**src/sv/pga_pkg.sv**
```systemverilog
// ----------------------------------------------------------------------------
// pga_pkg
// Shared types, codes and constants of the planar gravity accumulator.
// ----------------------------------------------------------------------------
package pga_pkg;

   localparam int PGA_MAX_PLANETS = 16;

   localparam int POS_W   = 24;
   localparam int COEF_W  = 24;
   localparam int ACCEL_W = 32;
   localparam int COUNT_W = 5;

   localparam int MAG_W  = POS_W + 1;
   localparam int PROD_W = 2 * MAG_W;
   localparam int QUOT_W = 32;

   localparam logic [PROD_W-1:0] DD_ONE = PROD_W'(65536);

   localparam logic REQ_LOAD  = 1'b0;
   localparam logic REQ_QUERY = 1'b1;

   typedef struct packed {
      logic                     req_type;
      logic [3:0]               entry_index;
      logic signed [POS_W-1:0]  pos_x;
      logic signed [POS_W-1:0]  pos_y;
      logic [COEF_W-1:0]        coefficient;
   } pga_req_type;

   typedef struct packed {
      logic signed [ACCEL_W-1:0] accel_x;
      logic signed [ACCEL_W-1:0] accel_y;
   } pga_rsp_type;

   typedef enum logic [3:0] {
      ST_IDLE,
      ST_READ,
      ST_DIFF,
      ST_MUL_XX,
      ST_MUL_YY,
      ST_MUL_XC,
      ST_MUL_YC,
      ST_CHECK,
      ST_DIV_X,
      ST_ACC_X,
      ST_DIV_Y,
      ST_ACC_Y,
      ST_FINISH
   } pga_state_type;

   function automatic int addr_width(input int depth);
      return (depth > 1) ? $clog2(depth) : 1;
   endfunction

endpackage

```
**src/sv/pga_ram.sv**
```systemverilog
// ----------------------------------------------------------------------------
// pga_ram
// Generic single write port, single read port RAM with registered read.
// ----------------------------------------------------------------------------
module pga_ram
   import pga_pkg::*;
#(
   parameter int WIDTH = 48,
   parameter int DEPTH = PGA_MAX_PLANETS
) (
   input  logic                          clock,
   input  logic                          we,
   input  logic [addr_width(DEPTH)-1:0]  waddr,
   input  logic [WIDTH-1:0]              wdata,
   input  logic [addr_width(DEPTH)-1:0]  raddr,
   output logic [WIDTH-1:0]              rdata
);

   logic [WIDTH-1:0] mem_ff [DEPTH];
   logic [WIDTH-1:0] rdata_ff;

   always_ff @(posedge clock) begin
      if (we) begin
         mem_ff[waddr] <= wdata;
      end
      rdata_ff <= mem_ff[raddr];
   end

   assign rdata = rdata_ff;

endmodule

```
**src/sv/planar_gravity_accumulator.sv**
```systemverilog
// ----------------------------------------------------------------------------
// planar_gravity_accumulator
// Sums the pull of a table of planets on an object and returns the
// negated, saturated 2-D acceleration.
// ----------------------------------------------------------------------------
// Usage:
//   A word is taken on req_data when start is high and busy is low.
//   req_type load writes entry entry_index of the planet table in that
//   cycle; busy stays low and no result follows. req_type query latches
//   the object position and coefficient and raises busy.
//   The query walks the first planet_count entries (at most MAX_PLANETS)
//   using one multiplier and one restoring divider: an entry more than one
//   pixel away takes a read, 4 multiplies, two 32-step divisions and
//   bookkeeping; an entry within one pixel is dropped after its multiplies.
//   The result word appears on rsp_data with rsp_valid high for one cycle;
//   busy is low in that cycle, so the next word may be taken there.
//   planet_count is written through csr_we/csr_wdata; write it only while
//   idle, the block itself does not enforce this.
//   Reset clears planet_count and the sequencer; the table is not cleared
//   and must be loaded before it is queried. The receiver cannot stall.
// ----------------------------------------------------------------------------
module planar_gravity_accumulator
   import pga_pkg::*;
#(
   parameter int MAX_PLANETS = PGA_MAX_PLANETS
) (
   input  logic                clock,
   input  logic                reset,
   input  logic                start,
   output logic                busy,
   input  pga_req_type         req_data,
   output logic                rsp_valid,
   output pga_rsp_type         rsp_data,
   input  logic                csr_we,
   input  logic [COUNT_W-1:0]  csr_wdata
);

   localparam int AddrW = addr_width(MAX_PLANETS);
   localparam int CntW  = $clog2(MAX_PLANETS + 1);
   localparam int SumW  = QUOT_W + 1 + CntW;
   localparam int RamW  = 2 * POS_W;

   pga_state_type state_ff, state_in;

   logic [COUNT_W-1:0]       planet_count_ff;
   logic [CntW-1:0]          cnt_lim;
   logic [CntW-1:0]          n_ff;
   logic [CntW-1:0]          idx_ff;
   logic [CntW:0]            idx_next;

   logic signed [POS_W-1:0]  ox_ff, oy_ff;
   logic [COEF_W-1:0]        coef_ff;

   logic                     load_we;
   logic [AddrW-1:0]         load_addr;
   logic [RamW-1:0]          ram_rdata;
   logic signed [POS_W-1:0]  px, py;
   logic signed [MAG_W-1:0]  rx, ry;

   logic [MAG_W-1:0]         ax_ff, ay_ff;
   logic                     sx_ff, sy_ff;
   logic [MAG_W-1:0]         mul_a, mul_b;
   logic [PROD_W-1:0]        prod;
   logic [PROD_W-1:0]        dd_ff, numx_ff, numy_ff;

   logic [PROD_W-1:0]        rem_ff;
   logic [QUOT_W-1:0]        shreg_ff;
   logic [4:0]               div_cnt_ff;
   logic [PROD_W:0]          rem_sh;
   logic                     rem_ge;
   logic [PROD_W-1:0]        rem_in;

   logic signed [SumW-1:0]   sum_ff;
   logic signed [SumW-1:0]   term;
   logic signed [SumW-1:0]   neg_sum;
   logic                     sum_fits;
   logic [ACCEL_W-1:0]       sat_x, sat_y;
   logic                     rsp_valid_ff;
   pga_rsp_type              rsp_data_ff;

   // planet table, x in the upper half

   assign load_we   = start && !busy && (req_data.req_type == REQ_LOAD)
                      && (32'(req_data.entry_index) < 32'(MAX_PLANETS));
   assign load_addr = AddrW'(req_data.entry_index);

   pga_ram #(
      .WIDTH (RamW),
      .DEPTH (MAX_PLANETS)
   ) u_table (
      .clock (clock),
      .we    (load_we),
      .waddr (load_addr),
      .wdata ({req_data.pos_x, req_data.pos_y}),
      .raddr (idx_ff[AddrW-1:0]),
      .rdata (ram_rdata)
   );

   assign px = ram_rdata[RamW-1:POS_W];
   assign py = ram_rdata[POS_W-1:0];
   assign rx = {ox_ff[POS_W-1], ox_ff} - {px[POS_W-1], px};
   assign ry = {oy_ff[POS_W-1], oy_ff} - {py[POS_W-1], py};

   assign cnt_lim = (32'(planet_count_ff) > 32'(MAX_PLANETS)) ?
                    CntW'(MAX_PLANETS) : CntW'(planet_count_ff);
   assign idx_next = {1'b0, idx_ff} + (CntW+1)'(1);

   // shared multiplier and divider step

   assign prod = mul_a * mul_b;

   assign rem_sh = {rem_ff, shreg_ff[QUOT_W-1]};
   assign rem_ge = (rem_sh >= {1'b0, dd_ff});
   assign rem_in = rem_ge ? PROD_W'(rem_sh - {1'b0, dd_ff}) : rem_sh[PROD_W-1:0];

   always_comb begin
      term = SumW'({1'b0, shreg_ff});
      if ((state_ff == ST_ACC_X) ? sx_ff : sy_ff) begin
         term = -term;
      end
   end

   assign neg_sum  = -sum_ff;
   assign sum_fits = (&neg_sum[SumW-1:ACCEL_W-1]) || !(|neg_sum[SumW-1:ACCEL_W-1]);

   // next state

   always_comb begin
      state_in = state_ff;
      case (state_ff)
         ST_IDLE: begin
            if (start && (req_data.req_type == REQ_QUERY)) begin
               state_in = (cnt_lim == '0) ? ST_FINISH : ST_READ;
            end
         end
         ST_READ:   state_in = ST_DIFF;
         ST_DIFF:   state_in = ST_MUL_XX;
         ST_MUL_XX: state_in = ST_MUL_YY;
         ST_MUL_YY: state_in = ST_MUL_XC;
         ST_MUL_XC: state_in = ST_MUL_YC;
         ST_MUL_YC: state_in = ST_CHECK;
         ST_CHECK: begin
            if (dd_ff > DD_ONE) begin
               state_in = ST_DIV_X;
            end else begin
               state_in = (idx_next < {1'b0, n_ff}) ? ST_READ : ST_FINISH;
            end
         end
         ST_DIV_X: begin
            if (div_cnt_ff == 5'd31) begin
               state_in = ST_ACC_X;
            end
         end
         ST_ACC_X:  state_in = ST_DIV_Y;
         ST_DIV_Y: begin
            if (div_cnt_ff == 5'd31) begin
               state_in = ST_ACC_Y;
            end
         end
         ST_ACC_Y: begin
            state_in = (idx_next < {1'b0, n_ff}) ? ST_READ : ST_FINISH;
         end
         ST_FINISH: state_in = ST_IDLE;
         default:   state_in = ST_IDLE;
      endcase
   end

   // outputs of the sequencer

   always_comb begin
      busy  = (state_ff != ST_IDLE);
      mul_a = ax_ff;
      mul_b = ax_ff;
      case (state_ff)
         ST_MUL_XX: begin
            mul_a = ax_ff;
            mul_b = ax_ff;
         end
         ST_MUL_YY: begin
            mul_a = ay_ff;
            mul_b = ay_ff;
         end
         ST_MUL_XC: begin
            mul_a = ax_ff;
            mul_b = MAG_W'(coef_ff);
         end
         ST_MUL_YC: begin
            mul_a = ay_ff;
            mul_b = MAG_W'(coef_ff);
         end
         default: begin
            mul_a = ax_ff;
            mul_b = ax_ff;
         end
      endcase
   end

   // control registers

   always_ff @(posedge clock) begin
      if (reset) begin
         state_ff        <= ST_IDLE;
         planet_count_ff <= '0;
         rsp_valid_ff    <= 1'b0;
      end else begin
         state_ff     <= state_in;
         rsp_valid_ff <= (state_ff == ST_FINISH);
         if (csr_we) begin
            planet_count_ff <= csr_wdata;
         end
      end
   end

   // datapath registers

   always_ff @(posedge clock) begin
      case (state_ff)
         ST_IDLE: begin
            ox_ff   <= req_data.pos_x;
            oy_ff   <= req_data.pos_y;
            coef_ff <= req_data.coefficient;
            n_ff    <= cnt_lim;
            idx_ff  <= '0;
            sum_ff  <= '0;
         end
         ST_DIFF: begin
            sx_ff <= rx[MAG_W-1];
            sy_ff <= ry[MAG_W-1];
            ax_ff <= rx[MAG_W-1] ? MAG_W'(-rx) : MAG_W'(rx);
            ay_ff <= ry[MAG_W-1] ? MAG_W'(-ry) : MAG_W'(ry);
         end
         ST_MUL_XX: dd_ff   <= prod;
         ST_MUL_YY: dd_ff   <= dd_ff + prod;
         ST_MUL_XC: numx_ff <= prod;
         ST_MUL_YC: numy_ff <= prod;
         ST_CHECK: begin
            rem_ff     <= PROD_W'(numx_ff[PROD_W-1:16]);
            shreg_ff   <= {numx_ff[15:0], 16'h0000};
            div_cnt_ff <= '0;
            if (!(dd_ff > DD_ONE)) begin
               idx_ff <= idx_next[CntW-1:0];
            end
         end
         ST_DIV_X, ST_DIV_Y: begin
            rem_ff     <= rem_in;
            shreg_ff   <= {shreg_ff[QUOT_W-2:0], rem_ge};
            div_cnt_ff <= div_cnt_ff + 5'd1;
         end
         ST_ACC_X: begin
            sum_ff     <= sum_ff + term;
            rem_ff     <= PROD_W'(numy_ff[PROD_W-1:16]);
            shreg_ff   <= {numy_ff[15:0], 16'h0000};
            div_cnt_ff <= '0;
         end
         ST_ACC_Y: begin
            idx_ff <= idx_next[CntW-1:0];
         end
         ST_FINISH: begin
            rsp_data_ff.accel_x <= sat_x;
            rsp_data_ff.accel_y <= sat_y;
         end
         default: begin
         end
      endcase
   end

   // y sum in its own register

   logic signed [SumW-1:0] sum_y_ff;
   logic signed [SumW-1:0] neg_sum_y;
   logic                   sum_y_fits;

   always_ff @(posedge clock) begin
      if (state_ff == ST_IDLE) begin
         sum_y_ff <= '0;
      end else if (state_ff == ST_ACC_Y) begin
         sum_y_ff <= sum_y_ff + term;
      end
   end

   assign neg_sum_y  = -sum_y_ff;
   assign sum_y_fits = (&neg_sum_y[SumW-1:ACCEL_W-1])
                       || !(|neg_sum_y[SumW-1:ACCEL_W-1]);

   assign sat_x = sum_fits ? neg_sum[ACCEL_W-1:0] :
                  (neg_sum[SumW-1] ? 32'h8000_0000 : 32'h7fff_ffff);
   assign sat_y = sum_y_fits ? neg_sum_y[ACCEL_W-1:0] :
                  (neg_sum_y[SumW-1] ? 32'h8000_0000 : 32'h7fff_ffff);

   assign rsp_valid = rsp_valid_ff;
   assign rsp_data  = rsp_data_ff;

   // checks

   a_strobe_single: assert property (@(posedge clock) disable iff (reset)
      rsp_valid_ff |=> !rsp_valid_ff)
      else $error("result strobe longer than one cycle");

   a_strobe_idle: assert property (@(posedge clock) disable iff (reset)
      rsp_valid_ff |-> (state_ff == ST_IDLE))
      else $error("result strobe outside idle");

   a_div_end: assert property (@(posedge clock) disable iff (reset)
      (state_ff == ST_DIV_X && div_cnt_ff == 5'd31) |=> (state_ff == ST_ACC_X))
      else $error("x division did not end after 32 steps");

   a_rem_bound: assert property (@(posedge clock) disable iff (reset)
      (state_ff == ST_DIV_X || state_ff == ST_DIV_Y) |-> (rem_ff < dd_ff))
      else $error("divider remainder not below divisor");

   a_idx_bound: assert property (@(posedge clock) disable iff (reset)
      (state_ff == ST_READ) |-> (idx_ff < n_ff))
      else $error("table walk beyond the active count");

endmodule
```
**config.mk**
```make
export PLATFORM = sky130hd
export DESIGN_NAME = planar_gravity_accumulator
export DESIGN_NICKNAME = d
export VERILOG_FILES = /design/src/sv/pga_pkg.sv /design/src/sv/pga_ram.sv /design/src/sv/planar_gravity_accumulator.sv
export SDC_FILE = /design/constraint.sdc
export NUM_CORES = 2
export LEC_CHECK = 0
export BUFFER_PORTS_ARGS = -buffer_cell sky130_fd_sc_hd__buf_2
export CORE_ASPECT_RATIO = 0.7
export CORE_UTILIZATION = 55
export DETAILED_ROUTE_END_ITERATION = 10
export GPL_ROUTABILITY_DRIVEN = 1
export PLACE_DENSITY_LB_ADDON = 0.15
export SETUP_SLACK_MARGIN = 0.15
export SLEW_MARGIN = 40
export SYNTH_ARGS = -nofsm -noshare
export SYNTH_HDL_FRONTEND = slang
export SYNTH_SLANG_ARGS = --single-unit
```
**constraint.sdc**
```tcl
create_clock -name clock -period 22.1 [get_ports clock]
set_input_delay 2.21 -clock clock [delete_from_list [all_inputs] [get_ports clock]]
set_output_delay 2.21 -clock clock [all_outputs]
set_load 0.05 [all_outputs]
```
# [After elaboration in Yosys (flattened, before gate mapping)]
# Memories as Yosys holds them, arrays and structs flattened. A register that Yosys moved wholly into a read port is not among the register bits.
# Cells that the tools add are included.
[totals] register_bits=521 latch_bits=0 ramBits=768 rom_bits=0 output_inout_bits=66 elab_cells=115 mem_count=1
[memory_table] memory="u_table.mem_ff" depth=16 width=48 rd=1 rd_ports_with_merged_regs=1 wr=1 line="pga_ram.sv:19" source="logic [WIDTH-1:0] mem_ff [DEPTH];"
[op_classes] addsub=13 n_mul=1 n_div=0 order_cmp=4 n_eq_ne=17 n_shift=0 muxes=28 n_bitwise=1 reduce_logical=26
[op_table] cell="case mux 50 bit (3 select lines)" n=1
[op_table] cell="2-to-1 mux 32 bit" n=4
[op_table] cell="case mux 50 bit (2 select lines)" n=1
[op_table] cell="case mux 32 bit (3 select lines)" n=1
[op_table] cell="adder 38 bit" n=2
[op_table] cell="negation 38 bit" n=2
[op_table] cell="case mux 38 bit (2 select lines)" n=1
[op_table] cell=">= comparator 51 x 50 -> 1 bit" n=1
[op_table] cell="adder 50 bit" n=1
[op_table] cell="greater-than comparator 50 x 17 -> 1 bit (second input constant)" n=1
[op_table] cell="multiplier 25 x 25 -> 50 bit" n=1
[op_table] cell="2-to-1 mux 50 bit" n=1
[op_table] cell="negation 25 bit" n=2
[op_table] cell="case mux 25 bit (2 select lines)" n=1
[op_table] cell="subtractor 24 x 24 -> 25 bit" n=2
[op_table] cell="subtractor 50 bit" n=1
[op_table] cell="2-to-1 mux 24 bit" n=2
[op_table] cell="case mux 4 bit (12 select lines)" n=1
[op_table] cell="2-to-1 mux 38 bit" n=1
[op_table] cell="negation 32 -> 38 bit" n=1
[op_table] cell="2-to-1 mux 25 bit" n=1
[op_table] cell="2-to-1 mux 4 bit" n=6
[op_table] cell="== test 4 bit (second input constant)" n=5
[op_table] cell="== test 4 x 3 -> 1 bit (second input constant)" n=4
[op_table] cell="26 further kinds" n=46

# [Longest topological paths before layout]
[logic_depth] word_depth=6 mapped_depth=44 mapped_depth_nobuf=40

# [By module]
# A second synthesis with hierarchy kept.
[unflattened] cells_unflattened=7127 area_unflattened_um2=84126.9
[modules_own_cells] mod="planar_gravity_accumulator" n_inst=1 cells_per_inst=5885 area_per_inst_um2=54436.0 seq_area_each_um2=15164.5
[modules_own_cells] mod="pga_ram" n_inst=1 cells_per_inst=1242 area_per_inst_um2=29691.0 seq_area_each_um2=24023.0

# [Worst setup path after synthesis]
# No wires, ideal clock.
[synth_path] kind="flip-flop to flip-flop" start="reg state_ff[2]" end="reg dd_ff[49] (data pin)" t_arrival_ns=10.010 required_ns=21.835 setup_slack_ns=11.825 path_stages_with_launch=40 path_cell_list="dfxtp_1 -> clkbuf_1 -> nand2b_1 -> clkbuf_1 -> nor2_1 -> clkbuf_1 -> mux2i_1 -> clkbuf_1 -> nor2_1 -> fa_1 -> fa_1 -> inv_1 -> fa_1 -> fa_1 -> fa_1 -> inv_1 -> fa_1 -> inv_1 -> [... 4 more ...] -> a21oi_1 -> o31ai_1 -> a21oi_1 -> o31ai_1 -> a21boi_0 -> xnor2_1 -> ha_1 -> clkbuf_1 -> a21o_1 -> a2111oi_0 -> a31oi_1 -> a31oi_1 -> o21ai_1 -> a221o_1 -> a211o_1 -> and3_1 -> o21a_1 -> xor2_1"
[synth_via] elab_chain_len=6 elab_cells_between_ends=11 classes_between="1 x add/sub; 1 x mul; 4 x eq/ne; 3 x mux; 2 x reduce/logical"
[synth_lines] element="start: declaration" line="planar_gravity_accumulator.sv:43" source="pga_state_type state_ff, state_in;"
[synth_lines] element="start signal: assignment" line="planar_gravity_accumulator.sv:206" source="state_ff <= state_in;"
[synth_lines] element="== test 4 x 3 -> 1 bit" line="planar_gravity_accumulator.sv:174" source="case (state_ff)"
[synth_lines] element="OR reduction 2 bit (no line)"
[synth_lines] element="case mux 25 bit (2 select lines) / 2-to-1 mux 25 bit (equally long branches)" line="planar_gravity_accumulator.sv:174"
[synth_lines] element="multiplier 25 x 25 -> 50 bit *" line="planar_gravity_accumulator.sv:110" source="assign prod = mul_a * mul_b;"
[synth_lines] element="net prod[30]" line="planar_gravity_accumulator.sv:63" source="logic [PROD_W-1:0] prod;"
[synth_lines] element="adder 50 bit *" line="planar_gravity_accumulator.sv:233" source="ST_MUL_YY: dd_ff <= dd_ff + prod;"
[synth_lines] element="case mux 50 bit (2 select lines) *" line="planar_gravity_accumulator.sv:217" source="case (state_ff)"
[synth_lines] element="end signal: assignment" line="planar_gravity_accumulator.sv:232" source="ST_MUL_XX: dd_ff <= prod;"
[synth_lines] element="end signal: assignment" line="planar_gravity_accumulator.sv:233"
[synth_lines] element="end: declaration" line="planar_gravity_accumulator.sv:64" source="logic [PROD_W-1:0] dd_ff, numx_ff, numy_ff;"
# The timed path passes the listed nets; every way through them passes the cells marked *.
# A chain may end at the register's enable or synchronous reset.

# [Final worst setup path]
# Ends and elaborated chain as after synthesis.

==> key figures <==
Status
  • Outcome: finished, final reports clean

Clock tree
  • CTS H-tree depth: 4
  • Sinks on Clock Net: 1,337
  • Post_cts resized: 0
  • Post CTS Setup Buffer Count: 0
  • Clk slew on worst S/H paths: ~0.06 ns
  • Num CTS Buffers: between 100 and 150
  • Skew-Pair Late Insertion Delay: around 0.79 ns
  • CTS tree: built
  • Root Buffer: clkbuf_16
  • Maximum buffer depth of the clock tree: 3
  • Hold-fix buffers, CTS: 0

Critical path
  • Startpoint Class: flop
  • Crit path arrival time: between 10 and 15 ns
  • Crit path depth: 36
  • Top Family by Delay on Critical Path: adder cells
  • Worst path bufs/invs: 4
  • Crit path required time: between 20 and 25 ns
  • Critical Path Most Common Cell: fa_1
  • Setup Crit Path Kind: reg2reg
  • Worst R2R Path Depth: 36
  • Critical Path Fanout Max: 50
  • Crit-path slowest cell: a31oi_4
  • Max incr delay on CP: 0.73 ns
  • Worst Setup End Kind: flop

Detailed routing
  • DRT Pass-1 Iters: 6
  • Vias: between 50,000 and 60,000
  • Initial DRC Count: 6,366
  • Final WL: approximately 240 mm
  • DR WL/cell: approximately 26 um
  • Via/cell ratio: roughly 6.1
  • Routed Antenna Nets: 0
  • Remaining DRCs: 0

Place
  • Placed wire-length estimate: between 150 and 200 mm
  • IO buf count: 151
  • Placer Congestion: 0.988

STA
  • Min Tclk post-route: 12.00 ns
  • RSZ-0062 raised after global routing: no
  • Setup Viol. Count Final: 0
  • Max Freq: 83.3 MHz
  • Final Hold Fails: 0
  • Slew margin rel.: 0.364
  • Worst slew pin tran: ~0.95 ns
  • Slew Limit Fails: 0
  • Clock Skews: just under 0.04 ns
  • Fin Setup TNS: 0 ns
  • Period utilization: 0.543

GRT
  • Initial antenna violation count: 13
  • GR Util met3: 0.0894
  • GRT met1 Usage: 0.461
  • Largest net degree at the start of global routing: around 140
  • First-pass GRT wire length: 358 mm
  • Top Usage Layer GRT: met1
  • Met2 GRT Util: 0.447
  • Gr usage total: 0.310
  • Global route overflow: 0
  • Vias in the first global route: ~56,000

Yosys
  • Post-synthesis xor/xnor area fraction: 0.0385
  • Ys async rst share: 0
  • Post-Synth Adder-Cell Area: 0.188
  • Compound-Gate Fraction of Synth Area: 0.0913
  • Post-synthesis mux area share: 0.0750
  • Synthesized area per cell: around 12 um2
  • Synth top area share: 0.441
  • Post-synthesis cell count: approximately 7,000
  • Netlist cell types: 94
  • Yosys reg bits: 1,337
  • Yosys warns: 0
  • Largest family of logic cells by synthesized area: adder cells
  • Synthesized area: around 85,000 um2
  • EDFF count, synth: approximately 1,200
  • Leading area contributor after synthesis: edfxtp_1
  • Main flop type after synthesis: edfxtp_1
  • Dominant cells by area after synthesis: edfxtp_1 (44%), fa_1 (13%), mux4_2 (6.4%)
  • Simple-Gate Fraction of Synth Area: 0.0958
  • Synth cell count leaders: edfxtp_1 (1,241), inv_1 (767), nand2_1 (647)
  • Syn_nets: just over 8,000
  • Sequential share of the synthesized area: 0.463
  • Count leader, synth: edfxtp_1

Floorplan
  • Die width: 471 um
  • Chip height: 330 um
  • Core Rows: 120
  • I/O pins: 152
  • Core area: about 150,000 um2
  • Starting Density: 0.553
  • Die ar.: ~160,000 um2

Cells and area
  • Final #Nets: 8,239
  • Layout cells sized above 1: 0.116
  • Syn-to-layout area delta: 9.25%

Hold path
  • Hold Path Depth: 2
  • Hold Path Class: reg2reg

Flow run
  • Number of max-cap violations: 0
-- tightest hold or removal path: stages (launching register included) --
cell	delay (ns)
edfxtp_1	0.32
nand2_1	0.05
nand2_1	0.06
-- cell usage in the layout (no fill, tap or decap), types with 33 or more instances in the layout --
cell type	n
edfxtp_1	1241
inv_1	766
nand2_1	646
nor2_1	616
fa_1	532
ha_1	422
a21oi_1	370
o21ai_0	282
mux4_2	240
xnor2_1	215
a21o_1	185
buf_2	151
xor2_1	150
clkbuf_16	136
dfxtp_1	95
buf_4	89
nor3_1	81
nand3_1	67
mux2i_1	54
a22oi_1	54
nand4_1	54
nor2b_1	44
a31oi_1	44
and3_1	43
and2_1	40
nand2b_1	39
nor4_1	37
o21bai_1	35
o21a_1	33
-- sequential cells by signal, summed over array words and instances, names as in the netlist, 4 cells and up --
name,count
coef_ff,24
n_ff,5
ax_ff,25
dd_ff,50
idx_ff,5
ox_ff,24
numy_ff,50
ay_ff,25
sum_y_ff,38
state_ff,4
u_table.rdata,48
sum_ff,38
shreg_ff,32
div_cnt_ff,5
oy_ff,24
planet_count_ff,5
rsp_data,64
rem_ff,50
u_table.mem_ff,768
numx_ff,50
-- worst paths after layout --
check | end | slack (ns) | startpoint
hold reg to reg | shreg_ff[27] | 0.51 | numx_ff[11]
setup / recovery | dd_ff[49] | 10.10 | state_ff[2]
hold / removal | shreg_ff[27] | 0.51 | numx_ff[11]
setup reg to reg | dd_ff[49] | 10.10 | state_ff[2]
-- per-layer routing --
layer  share of wire  vias to the layer above
met5         0.00059                        -
met4           0.024                        6
met3            0.11                      349
met2            0.42                     2887
met1            0.44                    28710
li1                -                    25354
-- layout make-up --
type | count | area, um2
antenna | 3 | 7.51
sequential | 1337 | 39200
inverter | 768 | 2890
tap | 2013 | 2520
clock inverter | 75 | 820
fill | 12043 | 60400
multi-input combinational | 4701 | 41700
clock buffer | 168 | 3580
timing repair buffer | 259 | 1680
-- logic make-up (layout without fill, tap and decap cells) --
family          count (synthesis)  in the layout
xor+xnor                      372            372
simple gates                 1813           1813
mux                           330            330
other cells                     0              3
buf+inv                      1065           1270
fa+ha+maj                     954            954
compound gates               1232           1232
flops                        1337           1337
-- through the flow --
| stage | util | hold slack [ns] | setup slack, ns | cells | instance area (um2) |
|---|---|---|---|---|---|
| floorplan | - | 0.472 | 11.83 | 7103 | 84600 |
| global placement | 0.574 | 0.495 | 10.06 | 9075 | 87800 |
| detailed placement | 0.575 | 0.504 | 10.16 | 9076 | 87900 |
| CTS | 0.604 | 0.505 | 10.17 | 9319 | 92300 |
| global route | 0.605 | 0.531 | 9.36 | 9322 | 92400 |
| finish | 0.605 | 0.506 | 10.10 | 9324 | 92400 |
Power is left out: the tool's default activity adds up to more than one toggle a clock period on the data nets, which glitch-free logic cannot reach.
